`src/rtl/core/fblr_pkg.sv`:
```
// Shared types and codes for the frame buffer line rasterizer.
`timescale 1ns / 1ps
`default_nettype none

package fblr_pkg;

  // Widths fixed by the channel payloads
  localparam int PORT_COORD_W = 12;
  localparam int COLOR_W      = 32;
  localparam int ADDR_W       = 32;
  localparam int PITCH_W      = 14;
  localparam int BYTES_W      = 3;

  // Configuration register indexes
  localparam int CFG_IDX_W = 2;
  localparam logic [CFG_IDX_W-1:0] CFG_FRAME_BASE  = 2'd0;
  localparam logic [CFG_IDX_W-1:0] CFG_ROW_PITCH   = 2'd1;
  localparam logic [CFG_IDX_W-1:0] CFG_PIXEL_BYTES = 2'd2;

  // Input opcodes
  localparam logic OP_START = 1'b0;
  localparam logic OP_STEP  = 1'b1;

  typedef struct packed {
    logic                    opcode;
    logic [PORT_COORD_W-1:0] start_x;
    logic [PORT_COORD_W-1:0] start_y;
    logic [PORT_COORD_W-1:0] finish_x;
    logic [PORT_COORD_W-1:0] finish_y;
    logic [COLOR_W-1:0]      draw_color;
  } fblr_in_t;

  typedef struct packed {
    logic [ADDR_W-1:0]       write_address;
    logic [COLOR_W-1:0]      write_data;
    logic [BYTES_W-1:0]      write_bytes;
    logic [PORT_COORD_W-1:0] pixel_x;
    logic [PORT_COORD_W-1:0] pixel_y;
    logic                    last_pixel;
  } fblr_out_t;

  // Byte address, data and byte count of one pixel store
  typedef struct packed {
    logic [ADDR_W-1:0]  address;
    logic [COLOR_W-1:0] data;
    logic [BYTES_W-1:0] bytes;
  } fblr_store_t;

endpackage

`default_nettype wire

```
`src/rtl/core/fblr_pixel_out.sv`:
```
// Pixel store formatter: byte address, masked colour and byte count.
`timescale 1ns / 1ps
`default_nettype none

module fblr_pixel_out #(
  parameter int COORD_BITS = 12
) (
  input  wire logic [fblr_pkg::BYTES_W-1:0] pixel_bytes,
  input  wire logic [fblr_pkg::ADDR_W-1:0]  row_address,
  input  wire logic [COORD_BITS-1:0]        cur_x,
  input  wire logic [fblr_pkg::COLOR_W-1:0] line_color,
  output fblr_pkg::fblr_store_t             store
);

  localparam int AddrW = fblr_pkg::ADDR_W;
  localparam int OffW  = COORD_BITS + 2;

  logic [fblr_pkg::BYTES_W-1:0] nb;
  logic [OffW-1:0]              x_off;
  logic [fblr_pkg::COLOR_W-1:0] mask;

  always_comb begin
    // Sizes of zero act as one byte, anything above four as four
    if (pixel_bytes == 3'd0) begin
      nb = 3'd1;
    end else if (pixel_bytes > 3'd4) begin
      nb = 3'd4;
    end else begin
      nb = pixel_bytes;
    end

    case (nb)
      3'd1: begin
        x_off = {2'b00, cur_x};
        mask  = 32'h0000_00FF;
      end
      3'd2: begin
        x_off = {1'b0, cur_x, 1'b0};
        mask  = 32'h0000_FFFF;
      end
      3'd3: begin
        x_off = {1'b0, cur_x, 1'b0} + {2'b00, cur_x};
        mask  = 32'h00FF_FFFF;
      end
      default: begin
        x_off = {cur_x, 2'b00};
        mask  = 32'hFFFF_FFFF;
      end
    endcase

    store.address = row_address + AddrW'(x_off);
    store.data    = line_color & mask;
    store.bytes   = nb;
  end

endmodule

`default_nettype wire

```
`src/rtl/core/framebuffer_line_rasterizer.sv`:
```
// Bresenham line rasterizer producing pixel stores for a linear frame buffer.
//
// Usage: send a start item (opcode 0) with both endpoints and the colour,
// then one step item (opcode 1) per pixel. Each step while a line is active
// returns one pixel store; the store at the second endpoint carries
// last_pixel and ends the line. Start items and steps while idle return
// nothing. A start during a line drops it and begins the new one.
// Both channels use valid/stall; a transfer happens when valid is high and
// stall is low. Items pass an input register, then the stepping stage that
// updates the line state and loads the output register. One item per cycle is
// sustained while the receiver does not stall; the Bresenham update (an add, a
// compare and a select) is combinational. When the receiver stalls the output
// register holds its store and a full input register raises in_stall; an empty
// input register still takes one more item first. Reset (rst, synchronous)
// empties both registers, ends any line and restores frame_base 0, row_pitch
// 640 and pixel_bytes 1. Configuration is written through
// cfg_we/cfg_addr/cfg_wdata; the user must do so only while idle (unchecked).
`timescale 1ns / 1ps
`default_nettype none

module framebuffer_line_rasterizer #(
  parameter int COORD_BITS = 12
) (
  input  wire logic                           clk,
  input  wire logic                           rst,
  input  wire logic                           cfg_we,
  input  wire logic [fblr_pkg::CFG_IDX_W-1:0] cfg_addr,
  input  wire logic [fblr_pkg::ADDR_W-1:0]    cfg_wdata,
  input  wire logic                           in_valid,
  output logic                                in_stall,
  input  wire fblr_pkg::fblr_in_t             in_data,
  output logic                                out_valid,
  input  wire logic                           out_stall,
  output fblr_pkg::fblr_out_t                 out_data
);

  localparam int PortW  = fblr_pkg::PORT_COORD_W;
  localparam int AddrW  = fblr_pkg::ADDR_W;
  localparam int PitchW = fblr_pkg::PITCH_W;
  localparam int TdW    = COORD_BITS + 1;
  localparam int ErrW   = COORD_BITS + 3;
  localparam int ProdW  = COORD_BITS + PitchW;

  // Configuration registers
  logic [AddrW-1:0]             frame_base;
  logic [PitchW-1:0]            row_pitch;
  logic [fblr_pkg::BYTES_W-1:0] pixel_bytes;

  always_ff @(posedge clk) begin
    if (rst) begin
      frame_base  <= '0;
      row_pitch   <= 14'd640;
      pixel_bytes <= 3'd1;
    end else if (cfg_we) begin
      case (cfg_addr)
        fblr_pkg::CFG_FRAME_BASE:  frame_base  <= cfg_wdata;
        fblr_pkg::CFG_ROW_PITCH:   row_pitch   <= cfg_wdata[PitchW-1:0];
        fblr_pkg::CFG_PIXEL_BYTES: pixel_bytes <= cfg_wdata[fblr_pkg::BYTES_W-1:0];
        default: ;
      endcase
    end
  end

  // Input register
  logic                  s1_valid;
  logic                  s1_opcode;
  logic [COORD_BITS-1:0] s1_x1, s1_y1, s1_x2, s1_y2;
  logic [31:0]           s1_color;
  logic [ProdW-1:0]      s1_row_off;
  logic                  advance;

  assign advance  = s1_valid && (!out_valid || !out_stall);
  assign in_stall = s1_valid && !advance;

  always_ff @(posedge clk) begin
    if (rst) begin
      s1_valid <= 1'b0;
    end else if (!in_stall) begin
      s1_valid <= in_valid;
    end
  end

  always_ff @(posedge clk) begin
    if (in_valid && !in_stall) begin
      s1_opcode  <= in_data.opcode;
      s1_x1      <= COORD_BITS'(in_data.start_x);
      s1_y1      <= COORD_BITS'(in_data.start_y);
      s1_x2      <= COORD_BITS'(in_data.finish_x);
      s1_y2      <= COORD_BITS'(in_data.finish_y);
      s1_color   <= in_data.draw_color;
      // Start row offset; user must keep pitch stable while items are in flight
      s1_row_off <= COORD_BITS'(in_data.start_y) * row_pitch;
    end
  end

  // Line state
  logic                    busy;
  logic                    x_major;
  logic [COORD_BITS-1:0]   cur_x, cur_y, end_x, end_y;
  logic [TdW-1:0]          twice_dx, twice_dy;
  logic signed [1:0]       step_x, step_y;
  logic signed [ErrW-1:0]  error_term;
  logic [AddrW-1:0]        row_address;
  logic [31:0]             line_color;

  // Start setup
  logic signed [COORD_BITS:0] dx, dy;
  logic [COORD_BITS-1:0]      abs_dx, abs_dy;
  logic                       new_x_major;
  logic signed [ErrW-1:0]     new_error;

  always_comb begin
    dx     = $signed({1'b0, s1_x2}) - $signed({1'b0, s1_x1});
    dy     = $signed({1'b0, s1_y2}) - $signed({1'b0, s1_y1});
    abs_dx = dx[COORD_BITS] ? COORD_BITS'(-dx) : dx[COORD_BITS-1:0];
    abs_dy = dy[COORD_BITS] ? COORD_BITS'(-dy) : dy[COORD_BITS-1:0];
    new_x_major = abs_dx > abs_dy;
    if (new_x_major) begin
      new_error = $signed({2'b00, abs_dy, 1'b0}) - $signed({3'b000, abs_dx});
    end else begin
      new_error = $signed({2'b00, abs_dx, 1'b0}) - $signed({3'b000, abs_dy});
    end
  end

  function automatic logic signed [1:0] sign_of(input logic signed [COORD_BITS:0] v);
    logic signed [1:0] s;
    if (v == '0) begin
      s = 2'sb00;
    end else if (v[COORD_BITS]) begin
      s = 2'sb11;
    end else begin
      s = 2'sb01;
    end
    return s;
  endfunction

  // Bresenham advance
  logic                   last;
  logic                   err_ge;
  logic                   do_row, do_col;
  logic signed [ErrW-1:0] tdx_s, tdy_s;
  logic signed [ErrW-1:0] error_term_next;
  logic [COORD_BITS-1:0]  cur_x_next, cur_y_next;
  logic [AddrW-1:0]       row_address_next;

  always_comb begin
    last   = x_major ? (cur_x == end_x) : (cur_y == end_y);
    err_ge = !error_term[ErrW-1];
    tdx_s  = $signed({2'b00, twice_dx});
    tdy_s  = $signed({2'b00, twice_dy});
    do_row = x_major ? err_ge : 1'b1;
    do_col = x_major ? 1'b1 : err_ge;
    if (x_major) begin
      error_term_next = error_term + tdy_s - (err_ge ? tdx_s : '0);
    end else begin
      error_term_next = error_term + tdx_s - (err_ge ? tdy_s : '0);
    end

    cur_x_next = cur_x;
    if (do_col) begin
      cur_x_next = cur_x + {{(COORD_BITS-2){step_x[1]}}, step_x};
    end

    cur_y_next       = cur_y;
    row_address_next = row_address;
    if (do_row) begin
      cur_y_next = cur_y + {{(COORD_BITS-2){step_y[1]}}, step_y};
      if (step_y == 2'sb01) begin
        row_address_next = row_address + AddrW'(row_pitch);
      end else if (step_y == 2'sb11) begin
        row_address_next = row_address - AddrW'(row_pitch);
      end
    end
  end

  logic is_start, is_emit;
  assign is_start = advance && (s1_opcode == fblr_pkg::OP_START);
  assign is_emit  = advance && (s1_opcode == fblr_pkg::OP_STEP) && busy;

  always_ff @(posedge clk) begin
    if (rst) begin
      busy <= 1'b0;
    end else if (is_start) begin
      busy <= 1'b1;
    end else if (is_emit && last) begin
      busy <= 1'b0;
    end
  end

  always_ff @(posedge clk) begin
    if (is_start) begin
      x_major     <= new_x_major;
      cur_x       <= s1_x1;
      cur_y       <= s1_y1;
      end_x       <= s1_x2;
      end_y       <= s1_y2;
      twice_dx    <= {abs_dx, 1'b0};
      twice_dy    <= {abs_dy, 1'b0};
      step_x      <= sign_of(dx);
      step_y      <= sign_of(dy);
      error_term  <= new_error;
      row_address <= frame_base + AddrW'(s1_row_off);
      line_color  <= s1_color;
    end else if (is_emit && !last) begin
      cur_x       <= cur_x_next;
      cur_y       <= cur_y_next;
      error_term  <= error_term_next;
      row_address <= row_address_next;
    end
  end

  // Output register
  fblr_pkg::fblr_store_t store;

  fblr_pixel_out #(
    .COORD_BITS (COORD_BITS)
  ) u_pixel_out (
    .pixel_bytes (pixel_bytes),
    .row_address (row_address),
    .cur_x       (cur_x),
    .line_color  (line_color),
    .store       (store)
  );

  always_ff @(posedge clk) begin
    if (rst) begin
      out_valid <= 1'b0;
    end else if (!out_valid || !out_stall) begin
      out_valid <= is_emit;
    end
  end

  always_ff @(posedge clk) begin
    if (is_emit) begin
      out_data.write_address <= store.address;
      out_data.write_data    <= store.data;
      out_data.write_bytes   <= store.bytes;
      out_data.pixel_x       <= PortW'(cur_x);
      out_data.pixel_y       <= PortW'(cur_y);
      out_data.last_pixel    <= last;
    end
  end

`ifndef SYNTHESIS
  // The input side only holds off while a finished store is blocked downstream
  a_stall_cause: assert property (@(posedge clk) disable iff (rst)
    in_stall |-> (s1_valid && out_valid && out_stall))
    else $error("input stalled without a blocked output");

  // A start item never yields a store
  a_start_silent: assert property (@(posedge clk) disable iff (rst)
    (is_start && !out_valid) |=> !out_valid)
    else $error("store produced by a start item");

  // An x-major line has the strictly larger doubled delta; ties go to y-major
  a_major_axis: assert property (@(posedge clk) disable iff (rst)
    (busy && x_major) |-> (twice_dx > twice_dy))
    else $error("x-major line without the larger x delta");

  // A finished line leaves the stepping stage idle unless restarted
  a_line_end: assert property (@(posedge clk) disable iff (rst)
    (is_emit && last) |=> !busy)
    else $error("line still active after its last pixel");
`endif

endmodule

`default_nettype wire
```
`config.mk`:
```
export PLATFORM = sky130hd
export DESIGN_NAME = framebuffer_line_rasterizer
export DESIGN_NICKNAME = d
export VERILOG_FILES = /design/src/rtl/core/fblr_pkg.sv /design/src/rtl/core/fblr_pixel_out.sv /design/src/rtl/core/framebuffer_line_rasterizer.sv
export SDC_FILE = /design/constraint.sdc
export NUM_CORES = 1
export LEC_CHECK = 0
export ABC_AREA = 1
export BUFFER_PORTS_ARGS = -buffer_cell sky130_fd_sc_hd__buf_4
export CAP_MARGIN = 20
export CORE_MARGIN = 4
export CORE_UTILIZATION = 55
export CTS_BUF_LIST = sky130_fd_sc_hd__clkbuf_4
export DETAILED_ROUTE_END_ITERATION = 16
export GPL_ROUTABILITY_DRIVEN = 0
export GPL_TIMING_DRIVEN = 0
export HOLD_SLACK_MARGIN = 0.05
export PLACE_DENSITY = 0.76
export SYNTH_ARGS = -nofsm -noshare
export SYNTH_HDL_FRONTEND = slang
export SYNTH_SLANG_ARGS = --single-unit
```
`constraint.sdc`:
```
create_clock -name clk -period 17.5 [get_ports clk]
set_clock_uncertainty 0.15 [all_clocks]
set_input_delay 3.5 -clock clk [delete_from_list [all_inputs] [get_ports clk]]
set_output_delay 3.5 -clock clk [all_outputs]
set_load 0.1 [all_outputs]
```
==> out/metrics.csv, run 1 <==
metric,value,unit
status,finished clean,
hpwl dp,61.4,mm
leak pwr,16.5,nW
vias in the first global route,23579,
Clock Path Buffers,3,
R2R cell count,26,
met2 WL,35.9,mm
fin. max-slew vios,0,
top routing layer in use,met4,
die height,243,µm
Tot Pwr,3.27,mW
post-synthesis register bit count,406,
CP arrival,8.96,ns
number of synthesized flops with an enable pin,354,
Layout area overhead,12.9,%
gr usage total,26.3,%
Slew headroom,35.7,%
RSZ-0062 raised after global routing,false,
Routed WL,78.2,mm
crit share post-route,48.5,%
first-pass GRT wire length,124,mm
post-CTS sizing,0,
Reg2Reg Launch Point,row_pitch[3],
number of detailed-route iterations in the first pass,6,
via count,24448,
Worst-Skew Late Latency,0.87,ns
Syn Nets,3970,
clock root buffer,clkbuf_4,
crit path from,in_data[64],
CTS buffer count,102,
WL/cell,17.2,µm
DP Area,32800,µm²
fin util,63.1,%
DRC,0,
asr flop ratio synth,0,%
met3 routed WL,5.85,mm
min Tclk post-route,8.49,ns
Die X,243,µm
FF-to-FF setup slack,11.07,ns
final hold slack,0.268,ns
CTS sink count,406,
H-tree levels,3,
Hold Crit Class,flip-flop to flip-flop,
core area,54100,µm²
Via density,5.38,
Post-DRT Antenna Nets,0,
CP required,17.97,ns
I/O pins,214,
postcts setup bufs,0,
initial DRC count,1989,
Worst Path Max Fanout,10,
most common flop cell mapped by yosys,edfxtp_1,
sequential element share of the synthesized area,38.6,%
critical path class,input port to flip-flop,
Setup TNS,0,ns
Worst setup SP type,input port,
yosys warns,0,
largest net degree at the start of global routing,59,
Initial Utilization,55.9,%
post-synthesis cell area,30300,µm²
initial antenna violation count,1,
port bufs,213,
final setup vio count,0,
CP endpoint,s1_row_off[24],
Worst Tran Pin Value,0.961,ns
met1 wire length,34.1,mm
hold buffer count at CTS,0,
"Clk pin slew, worst setup/hold paths",0.07,ns
Max Cap Violations,0,
CTS tree,yes,
final instance area,34200,µm²
Synth cell types,57,
PD cells,95.6,nW/µm²
final-stage net count,4292,
Die Area,58800,µm²
final hold vios,0,
Post-Synthesis Cells,3442,
Worst R2R End,s1_row_off[24],
global route total overflow,0,
"most common cell after layout, fill and taps aside",nand2_1,
Worst setup EP type,flip-flop,
mean post-synth cell area,8.79,µm²
row cnt,85,
share of layout cells above drive strength 1,12.1,%
maximum vdd drop,0.0000415,V
fmax,118,MHz
"commonest cells after routing, fill and taps aside","nand2_1, inv_1, edfxtp_1, nor2_1, ha_1",
layer usage:
| layer | up-vias | GRT usage, % |
|---|---|---|
| met2 | 923 | 42.6 |
| met4 | 0 | 9.15 |
| met1 | 11421 | 36.2 |
| met5 | - | 0 |
| met3 | 139 | 4.01 |
| li1 | 11965 | - |
cell usage after synthesis, types with 7 or more instances:
cell type	number	area (µm²)
a211oi_1	10	75.1
a21o_1	10	75.1
a21oi_1	236	1180
a221oi_1	12	105
a31oi_1	24	150
and2_1	9	56.3
clkbuf_1	70	263
dfxtp_1	52	1040
edfxtp_1	354	10600
fa_1	156	3120
ha_1	252	3150
inv_1	642	2410
nand2_1	658	2470
nand2_2	28	175
nand3_1	110	551
nand3_2	14	140
nand4_1	22	138
nor2_1	258	968
nor3_1	26	130
nor4_1	9	56.3
o21a_1	10	75.1
o21ai_0	213	1070
o21ai_1	7	35.0
o21bai_1	14	105
or2_2	8	50.1
xnor2_1	58	508
xor2_1	95	832
power breakdown:
group / switching [mW] / internal [mW] / total, mW / leakage, nW
registers: 0.0338 / 1.14 / 1.18 / 3.72
logic: 0.790 / 0.476 / 1.27 / 12.0
clock network: 0.398 / 0.422 / 0.821 / 0.793
total: 1.22 / 2.04 / 3.27 / 16.5
flip-flops by register name, indices dropped and copies added, names as in the netlist, 14 cells and up:
name,flops
error_term,14
frame_base,32
line_color,32
out_data,92
row_address,32
row_pitch,14
s1_color,32
s1_row_off,26
critical path, cell delays in order:
cell	delay (ns)
buf_4	0.16
clkbuf_1	0.45
nand2_1	0.16
fa_1	0.47
fa_1	0.56
inv_1	0.05
ha_1	0.31
fa_1	0.53
inv_1	0.05
fa_1	0.53
inv_1	0.04
ha_1	0.31
inv_1	0.08
o21ai_0	0.20
a21oi_1	0.10
o21ai_1	0.24
nand3_1	0.09
and2_1	0.18
o21ai_1	0.20
nand2_1	0.08
nand2_1	0.10
nand2_1	0.06
nand2_1	0.10
a21boi_1	0.10
o21ai_0	0.20
xor2_1	0.09
kinds of logic (layout without fill, tap and decap cells):
group,count (synthesis),count (layout),share of synthesized area [%]
other,0,1,0
buffers and inverters,727,1132,9.12
xor gates and xnor gates,154,154,4.52
AOI/OAI and AO/OA,580,580,10.6
and+or+nand+nor,1167,1167,16.4
DFF,406,406,38.6
adders and majority gates,408,408,20.7
cell type report:
cell class                 count  area (µm²)
antenna                        1        2.50
buffer                        79         328
clock buffer                 149        1120
clock inverter                38         219
fill                        4502       20000
inverter                     648        2440
multi-input combinational   2309       15800
sequential                   406       11700
tap                          696         871
timing repair buffer         218        1690
metrics by stage:
| step | std cells | setup slack, ns |
|---|---|---|
| after floorplan | 3442 | 8.91 |
| after global placement | 4351 | 6.47 |
| after detailed placement | 4356 | 8.22 |
| after CTS | 4543 | 9.18 |
| after global routing | 4544 | 8.77 |
| final | 4544 | 9.01 |
worst min-delay path by stage:
stage                  from        endpoint  slack [ns]  depth (start not counted)
6_report       s1_color[20]  line_color[20]        0.27                          0
5_1_grt        s1_color[24]  line_color[24]        0.27                          0
4_1_cts        s1_color[13]  line_color[13]        0.26                          0
3_5_place_dp   s1_color[13]  line_color[13]        0.25                          0
3_3_place_gp    s1_color[3]   line_color[3]        0.25                          0
2_1_floorplan   s1_color[0]   line_color[0]        0.25                          0
(Power assumes the default switching activity.)
==> run 2: changes to the inputs <==
- PLACE_DENSITY: 0.76 -> 0.79
- clock period: 17.5 -> 7.7 ns (I/O delays scaled with it)
==> out/metrics.csv, run 2 (synthesized netlist as in run 1, its figures left out) <==
metric,value,unit,change
status,finished clean,,unchanged
"Slowest-stage cell, CP",fa_1,,unchanged
leak pwr,16.5,nW,about the same
RSZ-0062 raised after global routing,false,,unchanged
Die Area,58800,µm²,unchanged
I/O pins,214,,unchanged
row cnt,85,,unchanged
clock root buffer,clkbuf_4,,unchanged
Slew headroom,37.4,%,was 35.7%
first-pass GRT wire length,123,mm,was 124 mm
"commonest cells after routing, fill and taps aside","nand2_1, inv_1, edfxtp_1, nor2_1, ha_1",,unchanged
min Tclk post-route,6.53,ns,
critical path class,input port to flip-flop,,unchanged
DRC,0,,unchanged
Initial Utilization,55.9,%,unchanged
final instance area,34200,µm²,about the same
largest net degree at the start of global routing,80,,was 59
gr usage total,26.1,%,was 26.3%
final hold vios,0,,unchanged
post-CTS sizing,0,,unchanged
CP endpoint,s1_row_off[24],,unchanged
fin util,63.2,%,was 63.1%
via count,24678,,was 24448
hpwl dp,61.3,mm,was 61.4 mm
met2 GRT Util,42.6,%,about the same
final-stage net count,4295,,was 4292
Layout area overhead,13.0,%,was 12.9%
register area,11700,µm²,unchanged
CP peak stage delay,0.60,ns,was 0.56 ns
CP required,8.15,ns,was 17.97 ns
R2R cell count,26,,unchanged
Routed WL,78.1,mm,was 78.2 mm
PD cells,217,nW/µm²,was 95.6 nW/µm²
port bufs,213,,unchanged
Via density,5.42,,was 5.38
final setup vio count,0,,unchanged
hold buffer count at CTS,0,,unchanged
DP Area,32800,µm²,about the same
crit-path cells,buf_4 > clkbuf_1 > nand2_1 > fa_1 > fa_1 > fa_1 > inv_1 > fa_1 > inv_1 > fa_1 > inv_1 > ha_1 > nand2_1 > o21ai_1 > nand3_1 > and2_1 > o21ai_1 > nand2_1 > nand2_1 > nand2_1 > nand2_1 > a21boi_1 > o21ai_0 > xor2_1,,
CTS buffer count,105,,was 102
number of detailed-route iterations in the first pass,8,,was 6
met1 Resource Use GR,34.8,%,was 36.2%
Post-DRT Antenna Nets,0,,unchanged
busiest layer in global routing,met2,,unchanged
maximum vdd drop,0.000114,V,was 0.0000415 V
fill cell count,4433,,was 4502
Worst-Skew Late Latency,0.89,ns,was 0.87 ns
Worst setup EP type,flip-flop,,unchanged
Crit path max-delay family,adder cells,,unchanged
Hold Crit Class,flip-flop to flip-flop,,unchanged
Reg2Reg Launch Point,row_pitch[3],,unchanged
CP most frequent cell,nand2_1,,unchanged
share of layout cells above drive strength 1,12.2,%,was 12.1%
Die X,243,µm,unchanged
Max Cap Violations,0,,unchanged
postcts setup bufs,0,,unchanged
Worst setup SP type,input port,,unchanged
Worst Tran Pin Value,0.929,ns,was 0.961 ns
FF-to-FF setup slack,1.34,ns,was 11.07 ns
CP arrival,6.98,ns,was 8.96 ns
core area,54100,µm²,unchanged
crit share post-route,84.9,%,
Critical path buffers and inverters,5,,was 6
Tot Pwr,7.41,mW,was 3.27 mW
fmax,153,MHz,
Clock Path Buffers,3,,unchanged
WL/cell,17.2,µm,about the same
H-tree levels,3,,unchanged
CTS sink count,406,,unchanged
"Clk pin slew, worst setup/hold paths",0.07,ns,about the same
Crit path depth,24,,was 26
die height,243,µm,unchanged
initial antenna violation count,2,,was 1
"most common cell after layout, fill and taps aside",nand2_1,,unchanged
GR Util met3,5.22,%,was 4.01%
Largest register FFs,92,,unchanged
crit path from,in_data[59],,was in_data[64]
fin. max-slew vios,0,,unchanged
Worst R2R End,s1_row_off[24],,unchanged
footprint of the multi-input gates,15800,µm²,unchanged
Worst Path Max Fanout,10,,unchanged
Largest Register,out_data,,unchanged
CTS tree,yes,,unchanged
vias in the first global route,23592,,was 23579
global route total overflow,0,,unchanged
initial DRC count,2188,,was 1989
run 2: cell count changes in the layout (fill, tap and decap cells not counted), sizes merged:
| cell | previous run | this run |
|---|---|---|
| clkinv | 36 | 39 |
| clkinvlp | 1 | 3 |
| bufinv | 2 | 1 |
| diode | 1 | 2 |
run 2: how the worst min path moves through the flow:
| stage | start | endpoint | slack, ns | depth (start not counted) |
|---|---|---|---|---|
| floorplan | s1_color[0] | line_color[0] | 0.25 | 0 |
| global placement | s1_color[0] | line_color[0] | 0.25 | 0 |
| detailed placement | s1_color[17] | line_color[17] | 0.25 | 0 |
| CTS | s1_color[9] | line_color[9] | 0.19 | 0 |
| global route | s1_color[9] | line_color[9] | 0.20 | 0 |
| finish | s1_color[9] | line_color[9] | 0.22 | 0 |
run 2: worst register-to-register path: cells and delay by family, from the launching register on:
| family | cells | cell delay (ns) |
|---|---|---|
| adders and majority gates | 6 | 2.71 |
| buffers and inverters | 6 | 1.12 |
| AOI/OAI and AO/OA | 6 | 0.96 |
| and+or+nand+nor | 7 | 0.75 |
| DFF | 1 | 0.30 |
| xor gates and xnor gates | 1 | 0.09 |
run 2: metal layers:
| metal | up-vias | share of wire, % |
|---|---|---|
| met5 | - | 0 |
| met3 | 176 | 8.8 |
| met4 | 0 | 3.5 |
| met1 | 11479 | 42 |
| li1 | 11970 | - |
| met2 | 1053 | 46 |
run 2: cell type report:
class	count	area share, %
Sequential cell	406	34.1
Clock inverter	42	0.666
Clock buffer	149	3.27
Multi-Input combinational cell	2309	46.3
Inverter	648	7.13
Buffer	79	0.959
Antenna cell	2	0.0146
Timing Repair Buffer	218	4.96
Tap cell	696	2.55
run 2: metrics by stage:
step                cells  TNS (ns)  worst slack (ns)  hold WS, ns
floorplan            3442         0              1.07        0.250
global placement     4351    -42.03             -1.32        0.251
detailed placement   4356         0             0.344        0.255
CTS                  4547         0              1.26        0.191
global route         4549         0             0.882        0.196
finish               4549         0              1.17        0.215
run 2: report_power, final:
part | switching [mW] | internal, mW | leakage, nW
Clock | 0.926 | 0.935 | 0.792
Sequential | 0.0771 | 2.60 | 3.72
Combinational | 1.79 | 1.08 | 12.0
Total | 2.79 | 4.62 | 16.5
